<file path="config.mk">
export PLATFORM = sky130hd
export DESIGN_NAME = dac_div_cell
export DESIGN_NICKNAME = d
export VERILOG_FILES = /design/src/hdl/dac_pkg.sv /design/src/hdl/dac_div_cell.sv
export SDC_FILE = /design/constraint.sdc
export NUM_CORES = 1
export LEC_CHECK = 0
export ABC_AREA = 1
export BUFFER_PORTS_ARGS = -buffer_cell sky130_fd_sc_hd__buf_4
export CAP_MARGIN = 20
export CORE_AREA = 3 3 129 181
export CTS_CLUSTER_DIAMETER = 30
export CTS_CLUSTER_SIZE = 12
export DETAILED_ROUTE_END_ITERATION = 16
export DIE_AREA = 0 0 132 184
export PLACE_DENSITY = 0.58
export SLEW_MARGIN = 25
export SYNTH_ARGS = -nofsm -noshare
export SYNTH_HDL_FRONTEND = slang
export SYNTH_SLANG_ARGS = --single-unit
</file>
<file path="constraint.sdc">
create_clock -name aclk -period 3.2 [get_ports aclk]
set_input_delay 0.8 -clock aclk [delete_from_list [all_inputs] [get_ports aclk]]
set_output_delay 0.8 -clock aclk [all_outputs]
set_load 0.005 [all_outputs]
</file>
<file path="src/hdl/dac_pkg.sv">
`timescale 1ns / 1ps
`default_nettype none
package dac_pkg;

    localparam int CordicStepsDefault = 24;
    localparam int CordicStepsMax     = 32;

    // CORDIC vector width, angle width, coefficient width, lambda width
    localparam int XW = 58;
    localparam int ZW = 35;
    localparam int CW = 40;
    localparam int LW = 23;
    // Polynomial accumulator, divisor and partial remainder widths
    localparam int PW = 42;
    localparam int DW = 41;
    localparam int RW = 42;

    localparam logic signed [CW-1:0] CoeffConstReset  = 40'sd1041749686;
    localparam logic signed [CW-1:0] CoeffLinearReset = 40'sd825293428;
    localparam logic signed [CW-1:0] CoeffSquareReset = 40'sd12435030;
    localparam logic signed [CW-1:0] CoeffCubeReset   = 40'sd4195337240;

    localparam logic [1:0] RegCoeffConst  = 2'd0;
    localparam logic [1:0] RegCoeffLinear = 2'd1;
    localparam logic [1:0] RegCoeffSquare = 2'd2;
    localparam logic [1:0] RegCoeffCube   = 2'd3;

    localparam logic [29:0] DegPerRadQ24 = 30'd961263669;
    localparam logic [LW-1:0] LambdaMaxQ16 = 23'd5898240;

    // atan(2^-i) in radians with 32 fraction bits, rounded to nearest.
    localparam logic [31:0] AtanQ32 [CordicStepsMax] = '{
        32'd3373259426, 32'd1991351318, 32'd1052175346, 32'd534100635,
        32'd268086748,  32'd134174063,  32'd67103403,   32'd33553749,
        32'd16777131,   32'd8388597,    32'd4194303,    32'd2097152,
        32'd1048576,    32'd524288,     32'd262144,     32'd131072,
        32'd65536,      32'd32768,      32'd16384,      32'd8192,
        32'd4096,       32'd2048,       32'd1024,       32'd512,
        32'd256,        32'd128,        32'd64,         32'd32,
        32'd16,         32'd8,          32'd4,          32'd2
    };

    typedef struct packed {
        logic [31:0]           raw;
        logic signed [XW-1:0]  x;
        logic signed [XW-1:0]  y;
        logic signed [ZW-1:0]  z;
    } cordic_t;

    typedef struct packed {
        logic [1:0]    low;
        logic [RW-1:0] rem;
        logic [DW-1:0] div;
        logic [31:0]   quo;
        logic          bad;
    } divq_t;

endpackage
`default_nettype wire

</file>
<file path="src/hdl/dac_div_cell.sv">
`timescale 1ns / 1ps
`default_nettype none
module dac_div_cell
    import dac_pkg::*;
#(
    parameter int Step = 0
) (
    input  wire logic  aclk,
    input  wire logic  aresetn,
    input  wire logic  en,
    input  wire logic  in_valid,
    input  wire divq_t in_data,
    output logic       out_valid,
    output divq_t      out_data
);

    logic          next_bit;
    logic [RW-1:0] trial;
    logic          ge;
    logic          valid_reg;
    divq_t         data_reg, data_next;

    // The dividend is raw shifted up by 30: its two lowest raw bits come down
    // first, then zeros.
    always_comb begin
        if (Step == 0) begin
            next_bit = in_data.low[1];
        end else if (Step == 1) begin
            next_bit = in_data.low[0];
        end else begin
            next_bit = 1'b0;
        end
    end

    assign trial = {in_data.rem[RW-2:0], next_bit};
    assign ge    = trial >= {1'b0, in_data.div};

    always_comb begin
        data_next     = in_data;
        data_next.rem = ge ? (trial - {1'b0, in_data.div}) : trial;
        data_next.quo = {in_data.quo[30:0], ge};
    end

    always_ff @(posedge aclk) begin
        if (!aresetn) begin
            valid_reg <= 1'b0;
        end else if (en) begin
            valid_reg <= in_valid;
        end
    end

    always_ff @(posedge aclk) begin
        if (en) begin
            data_reg <= data_next;
        end
    end

    assign out_valid = valid_reg;
    assign out_data  = data_reg;

endmodule
`default_nettype wire
</file>
==> impl_metrics.toml <==
[synth]
synth.net_count = 1160
synth_ff_type = "edfxtp_1"
synthArstFlopShare = 0
synthCells = 996
synth_commonest_cells = "nand2_1 (394), inv_1 (187), edfxtp_1 (118)"
ys_types = 29
ys_seq_elements = 119
syn_area_mm2 = 0.007631
yosys-top-cells-area = "edfxtp_1 (46%), nand2_1 (19%), inv_1 (9.2%)"
synth_most_common_cell = "nand2_1"
avgSynthCellArea_um2 = 7.662
synth_top_area_cell = "edfxtp_1"
synth_edf_count = 118
seq_area_frac_synth = 0.4670
synth_warnings = 0
synth_top_area_frac = 0.4643

[timing]
rsz0062_at_grt = "no"
fin_crit_ns = 2.596
setup_tns_ns = 0
slew_violations = 0
fmaxAchievable_mhz = 385.3
finalCritPeriodShare = 0.8111
hold_violations = 0
max_slew_margin = 0.6074
worst_pin_slew_ns = 0.5888
setup_viol = 0
skew_ns = 0

[global_route]
grt_pass1_vias = 6945
antenna_found_initial = 0
gr-usage-all-layers = 0.1924
overflow = 0
grt_pass1_wl_mm = 36.02
grt_max_degree = 74

[floorplan]
core-area_mm2 = 0.02186
die_w_um = 132
io_pins = 241
die_height_um = 184
start_util = 0.3491
rows = 64
die-area_mm2 = 0.02429

[setup_path]
r2r-start = "out_valid"
critPathCapture = "out_data[112]"
cp-end-kind = "flop"
cp_max_fo = 4
cp-start-kind = "input port"
cp_data_required_time_ns = 3.38
worstPathArrival_ns = 2.77
cp-startpoint = "in_data[117]"
criticalPathCategory = "in2reg"
rr_endpoint = "out_valid"
r2r_cells = 2
r2r_slack_ns = 2.56

[routing]
ant_nets = 0
via_per_inst = 4.397
num_vias = 6877
drc = 0
firstDrtPassIters = 5
drt_wl_total_mm = 23.54
wl_per_cell_um = 15.05
first_iter_violations = 316

[cells_and_area]
fin_cells = 1564
nNetsFinal = 1422
num_antenna_cells = 0
ff_latch_area_mm2 = 0.003563
drive_gt1_frac = 0.2273
fillers = 2242
multi_input_area_mm2 = 0.003278
area_growth_pct = 35.96
fin_area_mm2 = 0.01038
final_util = 0.4746

[cts]
hold_buffers = 0
clk_latency_ns = 0.41
cts_setup_buffers = 0
cts_made_buffers = 17
cts_buffer_depth = 2
clockRootBuffer = "clkbuf_16"
clkTransAtPathRegs_ns = 0.05
htree_levels = 4
cts.sinks = 119
cts_tree = "built"
cts_resized = 0

[placement]
dp_hpwl_mm = 19.72
dpl-instance-area_mm2 = 0.009877
place_inst = 1536
portBuffers = 238
place.gp.congestion = 0.9118

[power_and_ir_drop]
power_density_mw_per_mm2 = 466.9
p_leak_uw = 0.005376
ir_drop_mv = 0.3575
p_total_uw = 4844

[outcome]
status = "finished, final reports clean"

[worst_hold_path]
hp-class = "reg2reg"

[job]
maxCapViolCount = 0
## cell families after synthesis
logic type               Yosys count  share of synthesized area
AO/OA/AOI/OAI                     56                    0.03919
XOR/XNOR                          22                    0.02525
adder cells (fa/ha/maj)           42                    0.06985
buffers and inverters            199                     0.1035
flip-flops                       119                     0.4670
AND/OR/NAND/NOR                  558                     0.2953
## layout by cell type, fill, tap and decap left out, types with 8 or more instances in the layout
cell type | Yosys | layout
xor2_1 | 22 | 22
inv_1 | 187 | 187
ha_1 | 41 | 41
o21ai_0 | 13 | 13
buf_4 | 3 | 246
clkbuf_16 | 0 | 17
nand3b_1 | 8 | 8
nor2_1 | 82 | 82
nand3_1 | 50 | 50
edfxtp_1 | 118 | 118
nand2_1 | 394 | 394
a21oi_1 | 35 | 35
## worst min path at each step
stage	startpoint	to	cells past startpoint
floorplan	out_valid	out_valid	2
detailed placement	out_valid	out_valid	2
global route	in_data[21]	out_data[22]	1
finish	out_valid	out_valid	2
global placement	out_valid	out_valid	2
CTS	in_data[2]	out_data[3]	1
## where the power goes
group / internal (µW) / switching (µW)
logic: 552 / 675
registers: 1920 / 42.9
clock network: 1030 / 626
## state kept, by name, summed over array words and instances, names as in the netlist
name,flops
out_data,118
out_valid,1
## area by class of cell
class / instances / share of cell area
Clock buffer: 20 / 0.04209
Clock inverter: 8 / 0.005909
Inverter: 191 / 0.06910
Multi-Input combinational cell: 678 / 0.3160
Sequential cell: 119 / 0.3435
Tap cell: 297 / 0.03582
Timing Repair Buffer: 251 / 0.1877
## layer usage
metal,up-vias,GRT usage,wire (µm)
met5,-,0,0
met3,24,0.04053,999
met4,0,0.07104,529
li1,3629,-,-
met1,3067,0.2000,8848
met2,157,0.3767,13170
## per-stage QoR
| step | setup WS, ns | hold WS (ns) |
|---|---|---|
| after floorplan | 0.7235 | 0.5248 |
| after global placement | 0.1313 | 0.5269 |
| after detailed placement | 0.1358 | 0.5340 |
| after CTS | 0.5912 | 0.5310 |
| after global routing | 0.4053 | 0.5347 |
| final | 0.6044 | 0.5469 |
## critical path, stage by stage
cell and delay, ns:
buf_4 0.11, inv_1 0.07, ha_1 0.14, inv_1 0.08
fa_1 0.42, nand2_1 0.10, nand2_1 0.09, nand3_1 0.08
nand2_1 0.15, nand2_1 0.10, nand3_1 0.18, nand2_1 0.22
nand3_1 0.10, nand3_1 0.09, nand2_1 0.05
No activity file was read; power rests on OpenSTA's default activity.
